--- config.mk ---
export PLATFORM = sky130hd
export DESIGN_NAME = serial_eeprom_microwire_port_flat
export DESIGN_NICKNAME = d
export VERILOG_FILES = /design/src/sem_pkg.sv /design/src/sem_in_if.sv /design/src/sem_out_if.sv /design/src/sem_ram.sv /design/src/sem_ctrl.sv /design/src/sem_dp.sv /design/src/serial_eeprom_microwire_port.sv /design/src/flat_wrapper.sv
export SDC_FILE = /design/constraint.sdc
export NUM_CORES = 1
export LEC_CHECK = 0
export BUFFER_PORTS_ARGS = -buffer_cell sky130_fd_sc_hd__buf_2
export CAP_MARGIN = 20
export CORE_MARGIN = 5
export CORE_UTILIZATION = 25
export CTS_BUF_LIST = sky130_fd_sc_hd__clkbuf_4
export DETAILED_ROUTE_END_ITERATION = 8
export PLACE_DENSITY_LB_ADDON = 0.08
export SYNTH_ARGS = -nofsm -noshare
export SYNTH_HDL_FRONTEND = slang
export SYNTH_SLANG_ARGS = --single-unit
--- constraint.sdc ---
create_clock -name i_clk -period 7.2 [get_ports i_clk]
set_clock_uncertainty 0.2 [all_clocks]
set_input_delay 1.44 -clock i_clk [delete_from_list [all_inputs] [get_ports i_clk]]
set_output_delay 1.44 -clock i_clk [all_outputs]
set_load 0.03 [all_outputs]
--- src/sem_pkg.sv ---
// Shared types and constants of the serial EEPROM port.
package sem_pkg;

    localparam int WORDS   = 64;
    localparam int WORD_AW = $clog2(WORDS);
    localparam int WORD_W  = 16;
    localparam int ADDR_W  = 16;
    localparam int DATA_W  = 8;
    localparam int CMD_W   = 8;
    localparam int CNT_W   = 5;
    localparam int LINE_W  = 4;

    localparam logic [ADDR_W-1:0] ADDR_STATUS    = 16'h8000;
    localparam logic [ADDR_W-1:0] ADDR_CTRL      = 16'hFFFC;
    localparam logic [ADDR_W-1:0] ADDR_DIRECT_LO = 16'h8008;
    localparam logic [ADDR_W-1:0] ADDR_DIRECT_HI = 16'h8088;

    localparam logic [WORD_W-1:0] ERASED_WORD = 16'hFFFF;

    localparam int CTRL_INIT_BIT = 7;
    localparam int CTRL_EN_BIT   = 3;

    // serial line bits
    localparam int LN_DI  = 0;
    localparam int LN_CLK = 1;
    localparam int LN_CS  = 2;
    localparam int LN_DO  = 3;
    localparam logic [LINE_W-1:0] LINE_RESET = 4'b1000;

    localparam logic [CNT_W-1:0] OPC_BITS  = 5'd8;
    localparam logic [CNT_W-1:0] WORD_BITS = 5'd16;

    // opcode field, command bits 7:6
    localparam logic [1:0] OPC_EXT   = 2'b00;
    localparam logic [1:0] OPC_WRITE = 2'b01;
    localparam logic [1:0] OPC_READ  = 2'b10;
    localparam logic [1:0] OPC_ERASE = 2'b11;

    // extended opcode field, command bits 5:4
    localparam logic [1:0] EXT_EWDS = 2'b00;
    localparam logic [1:0] EXT_WRAL = 2'b01;
    localparam logic [1:0] EXT_ERAL = 2'b10;
    localparam logic [1:0] EXT_EWEN = 2'b11;

    typedef enum logic [3:0] {
        PH_START  = 4'b0001,
        PH_OPCODE = 4'b0010,
        PH_READ   = 4'b0100,
        PH_WRITE  = 4'b1000
    } t_phase;

    typedef enum logic [2:0] {
        ST_IDLE  = 3'b001,
        ST_FETCH = 3'b010,
        ST_EXEC  = 3'b100
    } t_state;

    typedef struct packed {
        logic accept;
        logic rd_en;
        logic commit;
    } t_ctrl_cmd;

    typedef struct packed {
        logic slot_free;
    } t_dp_status;

endpackage

--- src/sem_in_if.sv ---
// Bus access channel: one CPU read or write per transaction.
interface sem_in_if;
    logic                          valid;
    logic                          ready;
    logic                          kind;
    logic [sem_pkg::ADDR_W-1:0]    address;
    logic [sem_pkg::DATA_W-1:0]    write_data;

    modport source (output valid, output kind, output address, output write_data,
                    input ready);
    modport sink   (input valid, input kind, input address, input write_data,
                    output ready);
endinterface

--- src/sem_out_if.sv ---
// Result channel: read byte and claim flag of one bus access.
interface sem_out_if;
    logic                          valid;
    logic                          ready;
    logic [sem_pkg::DATA_W-1:0]    read_data;
    logic                          claimed;

    modport source (output valid, output read_data, output claimed, input ready);
    modport sink   (input valid, input read_data, input claimed, output ready);
endinterface

--- src/sem_ram.sv ---
// Generic single write port, single read port RAM with registered read.
module sem_ram #(
    parameter int WIDTH = 16,
    parameter int DEPTH = 64
) (
    input  logic                     i_clk,
    input  logic                     i_we,
    input  logic [$clog2(DEPTH)-1:0] i_waddr,
    input  logic [WIDTH-1:0]         i_wdata,
    input  logic                     i_re,
    input  logic [$clog2(DEPTH)-1:0] i_raddr,
    output logic [WIDTH-1:0]         o_rdata
);

    logic [WIDTH-1:0] r_mem [DEPTH];
    logic [WIDTH-1:0] r_rdata;

    always_ff @(posedge i_clk) begin
        if (i_we) begin
            r_mem[i_waddr] <= i_wdata;
        end
        if (i_re) begin
            r_rdata <= r_mem[i_raddr];
        end
    end

    assign o_rdata = r_rdata;

endmodule

--- src/sem_ctrl.sv ---
// Controller: sequences each transaction through fetch and execute.
module sem_ctrl (
    input  logic                  i_clk,
    input  logic                  i_rst_n,
    input  logic                  i_in_valid,
    input  sem_pkg::t_dp_status   i_status,
    output logic                  o_in_ready,
    output sem_pkg::t_ctrl_cmd    o_cmd
);

    sem_pkg::t_state r_state;
    sem_pkg::t_state n_state;

    always_comb begin
        n_state      = r_state;
        o_in_ready   = 1'b0;
        o_cmd.accept = 1'b0;
        o_cmd.rd_en  = 1'b0;
        o_cmd.commit = 1'b0;
        case (r_state)
            sem_pkg::ST_IDLE: begin
                o_in_ready   = 1'b1;
                o_cmd.accept = i_in_valid;
                if (i_in_valid) begin
                    n_state = sem_pkg::ST_FETCH;
                end
            end
            sem_pkg::ST_FETCH: begin
                o_cmd.rd_en = 1'b1;
                n_state     = sem_pkg::ST_EXEC;
            end
            sem_pkg::ST_EXEC: begin
                // hold until the result register can take the result
                if (i_status.slot_free) begin
                    o_cmd.commit = 1'b1;
                    n_state      = sem_pkg::ST_IDLE;
                end
            end
            default: begin
                n_state = sem_pkg::ST_IDLE;
            end
        endcase
    end

    always_ff @(posedge i_clk) begin
        if (!i_rst_n) begin
            r_state <= sem_pkg::ST_IDLE;
        end else begin
            r_state <= n_state;
        end
    end

endmodule

--- src/sem_dp.sv ---
// Datapath: bus decode, serial sequencer registers, word store and result register.
module sem_dp (
    input  logic                          i_clk,
    input  logic                          i_rst_n,
    input  sem_pkg::t_ctrl_cmd            i_cmd,
    output sem_pkg::t_dp_status           o_status,
    input  logic                          i_kind,
    input  logic [sem_pkg::ADDR_W-1:0]    i_address,
    input  logic [sem_pkg::DATA_W-1:0]    i_write_data,
    input  logic                          i_out_ready,
    output logic                          o_out_valid,
    output logic [sem_pkg::DATA_W-1:0]    o_read_data,
    output logic                          o_claimed
);

    // latched transaction
    logic                          r_kind;
    logic [sem_pkg::ADDR_W-1:0]    r_addr;
    logic [sem_pkg::DATA_W-1:0]    r_wdata;

    // architectural state
    logic [sem_pkg::LINE_W-1:0]    r_line, n_line;
    logic                          r_enabled, n_enabled;
    logic                          r_wp, n_wp;
    sem_pkg::t_phase               r_phase, n_phase;
    logic [sem_pkg::CMD_W-1:0]     r_command, n_command;
    logic [sem_pkg::CNT_W-1:0]     r_bit_count, n_bit_count;
    logic [sem_pkg::WORD_W-1:0]    r_shift, n_shift;
    // words not written since the last bulk fill read as r_fill
    logic [sem_pkg::WORDS-1:0]     r_valid, n_valid;
    logic [sem_pkg::WORD_W-1:0]    r_fill, n_fill;

    // result register
    logic                          r_out_valid;
    logic [sem_pkg::DATA_W-1:0]    r_rd;
    logic                          r_claimed;

    // store access
    logic                          ram_we;
    logic [sem_pkg::WORD_AW-1:0]   ram_waddr;
    logic [sem_pkg::WORD_W-1:0]    ram_wdata;
    logic [sem_pkg::WORD_AW-1:0]   rd_idx;
    logic [sem_pkg::WORD_W-1:0]    ram_rdata;
    logic [sem_pkg::WORD_W-1:0]    word;

    // decode
    logic                          is_status, is_ctrl, is_direct;
    logic [sem_pkg::ADDR_W-1:0]    off;
    logic [2:0]                    lines;
    logic                          din;
    logic [sem_pkg::CMD_W-1:0]     cmd_shift;
    logic [sem_pkg::CNT_W-1:0]     cnt_inc;
    logic [3:0]                    pos;
    logic [sem_pkg::WORD_W-1:0]    shift_next;
    logic [sem_pkg::DATA_W-1:0]    rd;
    logic                          clm;

    assign is_status = (r_addr == sem_pkg::ADDR_STATUS);
    assign is_ctrl   = (r_addr == sem_pkg::ADDR_CTRL);
    assign is_direct = (r_addr >= sem_pkg::ADDR_DIRECT_LO) && (r_addr < sem_pkg::ADDR_DIRECT_HI);
    assign off       = r_addr - sem_pkg::ADDR_DIRECT_LO;
    assign rd_idx    = is_direct ? off[sem_pkg::WORD_AW:1]
                                 : r_command[sem_pkg::WORD_AW-1:0];
    assign word      = r_valid[rd_idx] ? ram_rdata : r_fill;

    assign lines      = r_wdata[2:0];
    assign din        = r_wdata[sem_pkg::LN_DI];
    assign cmd_shift  = {r_command[sem_pkg::CMD_W-2:0], din};
    assign cnt_inc    = r_bit_count + 5'd1;
    assign pos        = r_bit_count[3:0];
    assign shift_next = {r_shift[sem_pkg::WORD_W-2:0], din};

    sem_ram #(
        .WIDTH (sem_pkg::WORD_W),
        .DEPTH (sem_pkg::WORDS)
    ) u_ram (
        .i_clk   (i_clk),
        .i_we    (ram_we),
        .i_waddr (ram_waddr),
        .i_wdata (ram_wdata),
        .i_re    (i_cmd.rd_en),
        .i_raddr (rd_idx),
        .o_rdata (ram_rdata)
    );

    always_comb begin
        n_line      = r_line;
        n_enabled   = r_enabled;
        n_wp        = r_wp;
        n_phase     = r_phase;
        n_command   = r_command;
        n_bit_count = r_bit_count;
        n_shift     = r_shift;
        n_valid     = r_valid;
        n_fill      = r_fill;
        ram_we      = 1'b0;
        ram_waddr   = rd_idx;
        ram_wdata   = word;
        rd          = '0;
        clm         = 1'b0;

        if (!r_kind) begin
            if (r_enabled) begin
                if (is_status) begin
                    rd  = {5'd0, r_line[sem_pkg::LN_CS], 1'b1, r_line[sem_pkg::LN_DO]};
                    clm = 1'b1;
                end else if (is_direct) begin
                    rd  = off[0] ? word[15:8] : word[7:0];
                    clm = 1'b1;
                end
            end
        end else if (is_status) begin
            clm = 1'b1;
            if (!lines[sem_pkg::LN_CS]) begin
                // chip deselected: drop the sequence, DO floats high
                if (r_line[sem_pkg::LN_CS]) begin
                    n_phase     = sem_pkg::PH_START;
                    n_command   = '0;
                    n_bit_count = '0;
                end
                n_line = {1'b1, lines};
            end else if (lines[sem_pkg::LN_CLK] && !r_line[sem_pkg::LN_CLK]) begin
                n_line = {r_line[sem_pkg::LN_DO], lines};
                case (r_phase)
                    sem_pkg::PH_START: begin
                        if (din) begin
                            n_phase     = sem_pkg::PH_OPCODE;
                            n_command   = '0;
                            n_bit_count = '0;
                        end
                    end
                    sem_pkg::PH_OPCODE: begin
                        // a rejected erase stalls here until CS falls
                        if (r_bit_count < sem_pkg::OPC_BITS) begin
                            n_command   = cmd_shift;
                            n_bit_count = cnt_inc;
                            if (cnt_inc == sem_pkg::OPC_BITS) begin
                                case (cmd_shift[7:6])
                                    sem_pkg::OPC_EXT: begin
                                        case (cmd_shift[5:4])
                                            sem_pkg::EXT_EWDS: begin
                                                n_wp    = 1'b1;
                                                n_phase = sem_pkg::PH_START;
                                            end
                                            sem_pkg::EXT_WRAL: begin
                                                n_bit_count = '0;
                                                n_shift     = '0;
                                                n_phase     = sem_pkg::PH_WRITE;
                                            end
                                            sem_pkg::EXT_ERAL: begin
                                                if (!r_wp) begin
                                                    n_valid = '0;
                                                    n_fill  = sem_pkg::ERASED_WORD;
                                                end
                                                n_line[sem_pkg::LN_DO] = 1'b1;
                                                n_phase = sem_pkg::PH_START;
                                            end
                                            default: begin
                                                n_wp    = 1'b0;
                                                n_phase = sem_pkg::PH_START;
                                            end
                                        endcase
                                    end
                                    sem_pkg::OPC_WRITE: begin
                                        n_bit_count = '0;
                                        n_shift     = '0;
                                        n_phase     = sem_pkg::PH_WRITE;
                                    end
                                    sem_pkg::OPC_READ: begin
                                        n_bit_count = '0;
                                        n_phase     = sem_pkg::PH_READ;
                                        n_line[sem_pkg::LN_DO] = 1'b0;
                                    end
                                    default: begin
                                        if (!r_wp) begin
                                            ram_we    = 1'b1;
                                            ram_waddr = cmd_shift[sem_pkg::WORD_AW-1:0];
                                            ram_wdata = sem_pkg::ERASED_WORD;
                                            n_valid[cmd_shift[sem_pkg::WORD_AW-1:0]] = 1'b1;
                                            n_line[sem_pkg::LN_DO] = 1'b1;
                                            n_phase = sem_pkg::PH_START;
                                        end
                                    end
                                endcase
                            end
                        end
                    end
                    sem_pkg::PH_READ: begin
                        n_line[sem_pkg::LN_DO] = word[4'd15 - pos];
                        n_bit_count = {1'b0, pos} + 5'd1;
                        if (pos == 4'd15) begin
                            // advance to the next word
                            n_bit_count = '0;
                            n_command   = {sem_pkg::OPC_READ,
                                           r_command[sem_pkg::WORD_AW-1:0] + 6'd1};
                        end
                    end
                    sem_pkg::PH_WRITE: begin
                        n_shift     = shift_next;
                        n_bit_count = {1'b0, pos} + 5'd1;
                        if (pos == 4'd15) begin
                            if (!r_wp) begin
                                if (r_command[6]) begin
                                    ram_we    = 1'b1;
                                    ram_waddr = r_command[sem_pkg::WORD_AW-1:0];
                                    ram_wdata = shift_next;
                                    n_valid[r_command[sem_pkg::WORD_AW-1:0]] = 1'b1;
                                end else begin
                                    n_valid = '0;
                                    n_fill  = shift_next;
                                end
                            end
                            n_bit_count = '0;
                            n_line[sem_pkg::LN_DO] = 1'b1;
                            n_phase = sem_pkg::PH_START;
                        end
                    end
                    default: begin
                        n_phase = sem_pkg::PH_START;
                    end
                endcase
            end else begin
                n_line = {r_line[sem_pkg::LN_DO], lines};
            end
        end else if (is_ctrl) begin
            clm = 1'b1;
            if (r_wdata[sem_pkg::CTRL_INIT_BIT]) begin
                n_enabled   = 1'b0;
                n_line      = sem_pkg::LINE_RESET;
                n_wp        = 1'b1;
                n_phase     = sem_pkg::PH_START;
                n_command   = '0;
                n_bit_count = '0;
            end else begin
                n_enabled = r_wdata[sem_pkg::CTRL_EN_BIT];
            end
        end else if (is_direct) begin
            clm       = 1'b1;
            ram_we    = 1'b1;
            ram_waddr = rd_idx;
            ram_wdata = off[0] ? {r_wdata, word[7:0]} : {word[15:8], r_wdata};
            n_valid[rd_idx] = 1'b1;
        end

        // only a committed transaction writes the store
        if (!i_cmd.commit) begin
            ram_we = 1'b0;
        end
    end

    assign o_status.slot_free = !r_out_valid || i_out_ready;

    always_ff @(posedge i_clk) begin
        if (i_cmd.accept) begin
            r_kind  <= i_kind;
            r_addr  <= i_address;
            r_wdata <= i_write_data;
        end
        if (i_cmd.commit) begin
            r_rd      <= rd;
            r_claimed <= clm;
        end
    end

    always_ff @(posedge i_clk) begin
        if (!i_rst_n) begin
            r_line      <= sem_pkg::LINE_RESET;
            r_enabled   <= 1'b0;
            r_wp        <= 1'b1;
            r_phase     <= sem_pkg::PH_START;
            r_command   <= '0;
            r_bit_count <= '0;
            r_shift     <= '0;
            r_valid     <= '0;
            r_fill      <= sem_pkg::ERASED_WORD;
            r_out_valid <= 1'b0;
        end else begin
            if (i_cmd.commit) begin
                r_line      <= n_line;
                r_enabled   <= n_enabled;
                r_wp        <= n_wp;
                r_phase     <= n_phase;
                r_command   <= n_command;
                r_bit_count <= n_bit_count;
                r_shift     <= n_shift;
                r_valid     <= n_valid;
                r_fill      <= n_fill;
                r_out_valid <= 1'b1;
            end else if (i_out_ready) begin
                r_out_valid <= 1'b0;
            end
        end
    end

    assign o_out_valid = r_out_valid;
    assign o_read_data = r_rd;
    assign o_claimed   = r_claimed;

endmodule

--- src/serial_eeprom_microwire_port.sv ---
// Top level of the serial EEPROM port: controller, datapath and channel wiring.
//
// A 64 x 16-bit Microwire EEPROM (93C46 style) seen through CPU bus accesses. Each
// transaction on the input channel is one bus read or write and yields exactly one
// result (read byte and claim flag). Address 0x8000 drives the serial lines on a
// write (DI bit0, CLK bit1, CS bit2) and returns status on a read (CS bit2, one in
// bit1, DO bit0); 0xFFFC is the control register (bit7 reinitializes the port,
// otherwise bit3 sets the enable); 0x8008-0x8087 give direct byte access to the
// words. Reads are claimed only while the port is enabled. After acceptance the
// controller fetches the word with a registered read of the word store, then
// executes and loads the result register. A new transaction is accepted only
// after the previous one commits; a full result register holds execution until it
// drains. Bulk erase and write-all need no per-word pass: words not written
// since the last bulk fill read as the fill value. The store needs no clearing
// pass after reset.
module serial_eeprom_microwire_port (
    input  logic       i_clk,
    input  logic       i_rst_n,
    sem_in_if.sink     i_in,
    sem_out_if.source  o_out
);

    sem_pkg::t_ctrl_cmd  cmd;
    sem_pkg::t_dp_status status;

    sem_ctrl u_ctrl (
        .i_clk      (i_clk),
        .i_rst_n    (i_rst_n),
        .i_in_valid (i_in.valid),
        .i_status   (status),
        .o_in_ready (i_in.ready),
        .o_cmd      (cmd)
    );

    sem_dp u_dp (
        .i_clk        (i_clk),
        .i_rst_n      (i_rst_n),
        .i_cmd        (cmd),
        .o_status     (status),
        .i_kind       (i_in.kind),
        .i_address    (i_in.address),
        .i_write_data (i_in.write_data),
        .i_out_ready  (o_out.ready),
        .o_out_valid  (o_out.valid),
        .o_read_data  (o_out.read_data),
        .o_claimed    (o_out.claimed)
    );

endmodule
--- src/flat_wrapper.sv ---
// flat-port wrapper written by rule: the top's interface ports become plain ports
module serial_eeprom_microwire_port_flat 
  (i_clk, i_rst_n, i_in_valid, i_in_kind, i_in_address, i_in_write_data, i_in_ready, o_out_valid, o_out_read_data, o_out_claimed, o_out_ready);
  sem_in_if i_in_i ();
  sem_out_if o_out_i ();
  input  logic i_clk;
  input  logic i_rst_n;
  input wire logic [$bits(i_in_i.valid)-1:0] i_in_valid;
  input wire logic [$bits(i_in_i.kind)-1:0] i_in_kind;
  input wire logic [$bits(i_in_i.address)-1:0] i_in_address;
  input wire logic [$bits(i_in_i.write_data)-1:0] i_in_write_data;
  output wire logic [$bits(i_in_i.ready)-1:0] i_in_ready;
  output wire logic [$bits(o_out_i.valid)-1:0] o_out_valid;
  output wire logic [$bits(o_out_i.read_data)-1:0] o_out_read_data;
  output wire logic [$bits(o_out_i.claimed)-1:0] o_out_claimed;
  input wire logic [$bits(o_out_i.ready)-1:0] o_out_ready;
  assign i_in_i.valid = i_in_valid;
  assign i_in_i.kind = i_in_kind;
  assign i_in_i.address = i_in_address;
  assign i_in_i.write_data = i_in_write_data;
  assign i_in_ready = i_in_i.ready;
  assign o_out_valid = o_out_i.valid;
  assign o_out_read_data = o_out_i.read_data;
  assign o_out_claimed = o_out_i.claimed;
  assign o_out_i.ready = o_out_ready;
  serial_eeprom_microwire_port u_core (.i_clk(i_clk), .i_rst_n(i_rst_n), .i_in(i_in_i), .o_out(o_out_i));
endmodule
==> impl_metrics.csv, run 1 <==
group,metric,value,unit
critical_path,crit_path_top_delay_cell,"or4_1",
clock_network,cts-resized-gates,0,
synth,post_synth.cell_area_avg,13.3,um^2
routing,ant_nets,0,
grt,grt_pass1_wl,282,mm
clock_network,cts_hold_buf,25,
hold_path,hold_depth,2,
clock_network,numClockSinks,1194,
clock_network,cts_buffers,363,
grt,grt_max_degree,111,
critical_path,r2r_cells,15,
routing,drt_iter0_drc,3520,
power,p_leak,17.5,nW
routing,drt-total-wl,204,mm
cells_and_area,final_common_cell,"edfxtp_1",
clock_network,clockBufferDepth,4,
critical_path,cp-start-kind,"flip-flop",
grt,globalRouteTotalUtil,0.195,
sta,setup-tns-final,0,ns
routing,wl_per_cell,30.1,um
synth,syn_nets,3700,
clock_network,cts_tree,"yes",
critical_path,rr_startpoint,"u_core.u_dp.r_addr[3]$_DFFE_PP_",
critical_path,worstPathRequired,8.05,ns
sta,clock.fmax,0.153,GHz
synth,yosysWarningCount,0,
sta,hold_viol,0,
synth,synth_edf_count,1074,
sta,slew_headroom,0.220,
sta,final.period_utilization,0.907,
synth,syn_area,48700,um^2
floorplanning,start_util,0.251,
critical_path,crit_arrival,7.38,ns
cells_and_area,mostFrequentLayoutCells,"edfxtp_1, clkbuf_4, a21oi_1, nand2_1, o21ai_0",
placed_design,numPortBuffers,39,
grt,antenna_found_initial,13,
power,power.density,243,nW/um^2
hold_path,min_path_type,"in -> reg",
synth,yosys_most_used_dff,"edfxtp_1",
clock_network,post_cts_buffers,0,
synth,yosysUniqueCellTypes,89,
placed_design,dp_hpwl,120,mm
cells_and_area,area.growth.synth_to_final,18.8,%
floorplanning,die_x,451,um
grt,overflow,0,
job,maxCapViolCount,0,
floorplanning,num_io_pins,40,
hold_path,holdCritStartpoint,"i_in_valid",
synth,async_flop_share,0,
routing,via_count,35100,
critical_path,end_kind,"flip-flop",
critical_path,cpPeakStageDelay,0.86,ns
clock_network,htree_levels,5,
placed_design,place.gp.congestion,0.847,
critical_path,reg2reg_to,"u_core.u_dp.u_ram.r_mem[9][0]$_DFFE_PP_",
clock_network,cts.reportedPaths.clkPinSlew,0.07,ns
sta,maxSlewViolCount,0,
routing,via_per_inst,5.16,
sta,setup_viol,0,
synth,ys_seq_area_frac,0.711,
grt,grt_pass1_vias,34700,
clock_network,clock_latency,1.33,ns
synth,syn_inst,3657,
floorplanning,design.die.area,204000,um^2
sta,rsz0062_at_grt,"no",
power,vdd_drop_max,0.000151,V
clock_network,root_buffer,"clkbuf_4",
cells_and_area,finalNetCount,4058,
routing,dr.pass1.iters,6,
cells_and_area,drive_gt1_frac,0.216,
sta,fin_ws,0.673,ns
floorplanning,fp-row-count,162,
critical_path,path_class,"reg -> reg",
critical_path,crit_path_cell_trace,"or4_1 -> xnor2_4 -> o21ai_0 -> and2_1 -> o22ai_1 -> o21ai_0 -> a31oi_1 -> or3_1 -> nor2_8 -> buf_4 -> mux2i_1 -> a22oi_1 -> nor2_1 -> a21oi_4 -> buf_4",
sta,tightest_slew,1.16,ns
critical_path,cp_max_fo,33,
placed_design,pre_cts_slack,0.780,ns
synth,ys_ff_latch,1194,
routing,drc,0,
sta,finalCriticalPeriod,6.53,ns
outcome,status,"complete, no violations",
floorplanning,coreArea,194000,um^2
floorplanning,die-height,451,um
hold_path,hold_end,"u_core.u_ctrl.r_state[1]$_SDFFE_PN0P_",
critical_path,r2r_slack,0.67,ns
## routing by layer
metal,GRT usage,vias up,share of wire
met1,0.262,18200,0.44
met3,0.0413,273,0.058
met2,0.318,1216,0.47
met4,0.0553,0,0.024
li1,-,15400,-
met5,0,-,0
## flip-flops by register name, indices dropped and copies added, names as in the netlist, 8 cells and up
name,cells
u_core.u_dp.r_wdata,8
u_core.u_dp.u_ram.o_rdata,16
u_core.u_dp.r_valid,64
u_core.u_dp.r_shift,15
u_core.u_dp.r_addr,16
u_core.u_dp.r_fill,16
u_core.u_dp.o_read_data,8
u_core.u_dp.u_ram.r_mem,1024
## synth_stat cells, types with 12 or more instances
cell type  instances  area, um^2
nor2_1           183         687
and2_1            33         206
nand3_1           44         220
o22ai_1           68         425
nand2_1          399        1500
edfxtp_1        1074       32300
nor3_1            43         215
mux2i_1           29         290
nand4_1           12        75.1
a221oi_1          77         674
or3_1             15        93.8
a22o_1            58         508
a211o_1           19         166
o221ai_1          78         683
a211oi_1          74         556
a22oi_1          120         901
o21ai_0          213        1070
buf_1             46         173
dfxtp_1          120        2400
inv_1             16        60.1
ha_1              14         175
nor2b_1           17         106
a222oi_1          66         661
a21oi_1          441        2210
or4_1             12        90.1
clkbuf_1         191         717
buf_2             18        90.1
## worst max-delay path: cells and delay by family, from the launching register on
kind / cells / cell delay (ns)
simple gates: 5 / 2.32
compound gates: 6 / 2.15
xor+xnor: 1 / 0.29
mux: 1 / 0.17
buf+inv: 2 / 0.62
flops: 1 / 0.49
## cell families (layout without fill, tap and decap cells)
logic type / count (synthesis) / in the layout / synth area share
multiplexers: 38 / 38 / 0.00827
buffers and inverters: 277 / 866 / 0.0224
AO/OA/AOI/OAI: 1306 / 1306 / 0.177
AND/OR/NAND/NOR: 823 / 823 / 0.0762
other: 0 / 12 / 0
XOR/XNOR: 5 / 5 / 0.00128
adder cells (fa/ha/maj): 14 / 14 / 0.00360
flip-flops: 1194 / 1194 / 0.711
## per-stage QoR
step	cells	utilization	instance area (um^2)	hold slack (ns)	power, W
detailed placement	6166	0.274	53200	0.263	0.00775
global route	6790	0.298	57800	0.105	0.0147
CTS	6787	0.297	57800	0.0155	0.0143
global placement	6165	0.274	53200	0.256	0.00775
floorplan	3657	-	48700	0.241	0.00768
finish	6800	0.298	57900	0.211	0.0141
## final cells by class
type / instances / area, um^2
clock inverter: 59 / 310
timing repair buffer: 253 / 2110
antenna: 12 / 30.0
clock buffer: 537 / 4030
sequential: 1194 / 34700
multi-input combinational: 2186 / 13500
tap: 2542 / 3180
fill: 19800 / 137000
inverter: 17 / 63.8
## power breakdown
part | internal (W) | switching [W] | total [W]
Sequential | 0.00746 | 0.0000210 | 0.00748
Combinational | 0.0000397 | 0.0000893 | 0.000129
Clock | 0.00347 | 0.00299 | 0.00645
Total | 0.0110 | 0.00310 | 0.0141
## worst max path at each step
stage / end / slack (ns) / startpoint
after floorplan: u_core.u_dp.u_ram.r_mem[0][14]$_DFFE_PP_ / 1.08 / u_core.u_dp.r_addr[3]$_DFFE_PP_
after CTS: u_core.u_dp.u_ram.r_mem[18][10]$_DFFE_PP_ / 0.74 / u_core.u_dp.r_addr[3]$_DFFE_PP_
final: u_core.u_dp.u_ram.r_mem[9][0]$_DFFE_PP_ / 0.67 / u_core.u_dp.r_addr[3]$_DFFE_PP_
after global placement: u_core.u_dp.u_ram.r_mem[44][5]$_DFFE_PP_ / 0.81 / u_core.u_dp.r_addr[3]$_DFFE_PP_
after detailed placement: u_core.u_dp.u_ram.r_mem[32][10]$_DFFE_PP_ / 0.78 / u_core.u_dp.r_addr[3]$_DFFE_PP_
after global routing: u_core.u_dp.u_ram.r_mem[47][0]$_DFFE_PP_ / 0.36 / u_core.u_dp.r_addr[3]$_DFFE_PP_
(Power assumes the default switching activity.)
==> run 2: changes to the inputs <==
- CTS_BUF_LIST: sky130_fd_sc_hd__clkbuf_4 -> sky130_fd_sc_hd__clkbuf_8
==> run 2 against run 1 <==
Sequential power is essentially flat; maximum frequency grew 1.3%; largest power group unchanged; hold slack gained 0.068 ns; critical path type unchanged.
==> impl_metrics.csv, run 2 (synthesized netlist as in run 1, its figures left out) <==
group,metric,value,unit
power,p_leak,17.1,nW
cells_and_area,mostFrequentLayoutCells,"edfxtp_1, a21oi_1, nand2_1, clkbuf_8, o21ai_0",
sta,tightest_slew,1.14,ns
routing,drc,0,
critical_path,end_kind,"flip-flop",
floorplanning,die-height,451,um
clock_network,post_cts_buffers,0,
cells_and_area,finalNetCount,3885,
critical_path,worstPathRequired,7.74,ns
power,power.density,237,nW/um^2
clock_network,numClockSinks,1194,
placed_design,pre_cts_slack,0.780,ns
cells_and_area,multi_input_area,13500,um^2
floorplanning,fp-row-count,162,
grt,grt_pass1_wl,279,mm
hold_path,hold_depth,2,
routing,drt_iter0_drc,3372,
critical_path,r2r_cells,15,
grt,antenna_found_initial,13,
clock_network,htree_levels,4,
floorplanning,coreArea,194000,um^2
clock_network,cts_buffers,215,
sta,maxSlewViolCount,0,
critical_path,crit_arrival,6.98,ns
cells_and_area,area.growth.synth_to_final,17.3,%
grt,globalRouteTotalUtil,0.193,
sta,final.period_utilization,0.895,
clock_network,clockBufferDepth,3,
grt,overflow,0,
floorplanning,design.die.area,204000,um^2
routing,drt-total-wl,203,mm
cells_and_area,largest_register_ffs,1024,
sta,clock.fmax,0.155,GHz
power,total_power,0.0135,W
clock_network,cts-resized-gates,0,
cells_and_area,final_common_cell,"edfxtp_1",
floorplanning,num_io_pins,40,
grt,grt_pass1_vias,33200,
routing,via_count,34000,
sta,finalCriticalPeriod,6.44,ns
cells_and_area,final_util,0.294,
critical_path,cp-start-kind,"flip-flop",
cells_and_area,largest_register,"u_core.u_dp.u_ram.r_mem",
job,maxCapViolCount,0,
cells_and_area,register_area,34700,um^2
cells_and_area,top_regs,"u_core.u_dp.u_ram.r_mem: 1024 flops, u_core.u_dp.r_valid: 64 flops",
critical_path,path_class,"reg -> reg",
sta,slew_headroom,0.233,
hold_path,min_path_type,"reg -> reg",
sta,hold_viol,0,
clock_network,root_buffer,"clkbuf_8",
sta,setup_viol,0,
sta,fin_ws,0.759,ns
sta,setup-tns-final,0,ns
grt,grt_max_degree,111,
placed_design,dpl_cell_area,53200,um^2
floorplanning,start_util,0.251,
placed_design,dp_hpwl,120,mm
floorplanning,die_x,451,um
routing,ant_nets,0,
clock_network,cts.reportedPaths.clkPinSlew,0.06,ns
power,vdd_drop_max,0.000177,V
routing,dr.pass1.iters,8,
clock_network,cts_tree,"yes",
placed_design,numPortBuffers,39,
cells_and_area,fill_cells,19700,
outcome,status,"complete, no violations",
cells_and_area,post-route-cell-area,57100,um^2
cells_and_area,drive_gt1_frac,0.155,
critical_path,cp_max_fo,33,
routing,via_per_inst,5.19,
clock_network,clock_latency,0.96,ns
placed_design,place.gp.congestion,0.847,
routing,wl_per_cell,31.0,um
clock_network,cts_hold_buf,0,
sta,rsz0062_at_grt,"no",
-- run 2: changes by cell type in the layout (fill, tap and decap cells not counted), moves of 3 or more --
cell,delta
dlygate4sd3_1,-25
clkbuf_4,-537
clkinv_2,+11
inv_1,+82
clkinv_8,+5
inv_12,+3
inv_2,-6
clkbuf_8,+224
diode_2,-3
-- run 2: report_power, final --
group	switching, W	internal [W]	total (W)
logic	0.0000873	0.0000308	0.000118
registers	0.0000208	0.00747	0.00749
clock network	0.00298	0.00294	0.00592
-- run 2: layer usage --
| layer | vias to the layer above | wire length [um] | track usage |
|---|---|---|---|
| met4 | 0 | 4830 | 0.0511 |
| met2 | 1063 | 96300 | 0.317 |
| met3 | 257 | 11200 | 0.0333 |
| met1 | 17800 | 91000 | 0.265 |
| li1 | 14900 | - | - |
| met5 | - | 0 | 0 |
-- run 2: stage by stage --
step           cells  hold slack, ns
4_1_cts         6546           0.275
5_1_grt         6548           0.286
2_1_floorplan   3657           0.241
6_report        6556           0.279
3_3_place_gp    6165           0.256
3_5_place_dp    6166           0.263
-- run 2: path summary, 6_finish.rpt --
path,slack (ns),endpoint,start
setup / recovery,0.76,u_core.u_dp.u_ram.r_mem[43][0]$_DFFE_PP_,u_core.u_dp.r_addr[3]$_DFFE_PP_
hold / removal,0.28,u_core.u_dp.r_line[1]$_SDFFE_PN0P_,u_core.u_dp.r_line[1]$_SDFFE_PN0P_
setup reg to reg,0.76,u_core.u_dp.u_ram.r_mem[43][0]$_DFFE_PP_,u_core.u_dp.r_addr[3]$_DFFE_PP_
hold reg to reg,0.28,u_core.u_dp.r_line[1]$_SDFFE_PN0P_,u_core.u_dp.r_line[1]$_SDFFE_PN0P_
-- run 2: area by class of cell --
cell class,count,share of cell area
Antenna cell,9,0.000394
Tap cell,2542,0.0557
Sequential cell,1194,0.607
Inverter,17,0.00112
Clock buffer,224,0.0540
Clock inverter,156,0.0137
Timing Repair Buffer,228,0.0325
Multi-Input combinational cell,2186,0.236
-- run 2: worst max-delay path: stages, from the launching register on --
cell,delay (ns)
edfxtp_1,0.49
or4_1,0.85
xnor2_4,0.29
o21ai_0,0.49
and2_1,0.50
o22ai_1,0.15
o21ai_0,0.35
a31oi_1,0.12
or3_1,0.51
nor2_8,0.35
buf_4,0.26
mux2i_1,0.17
a22oi_1,0.24
nor2_1,0.10
a21oi_4,0.75
buf_4,0.36
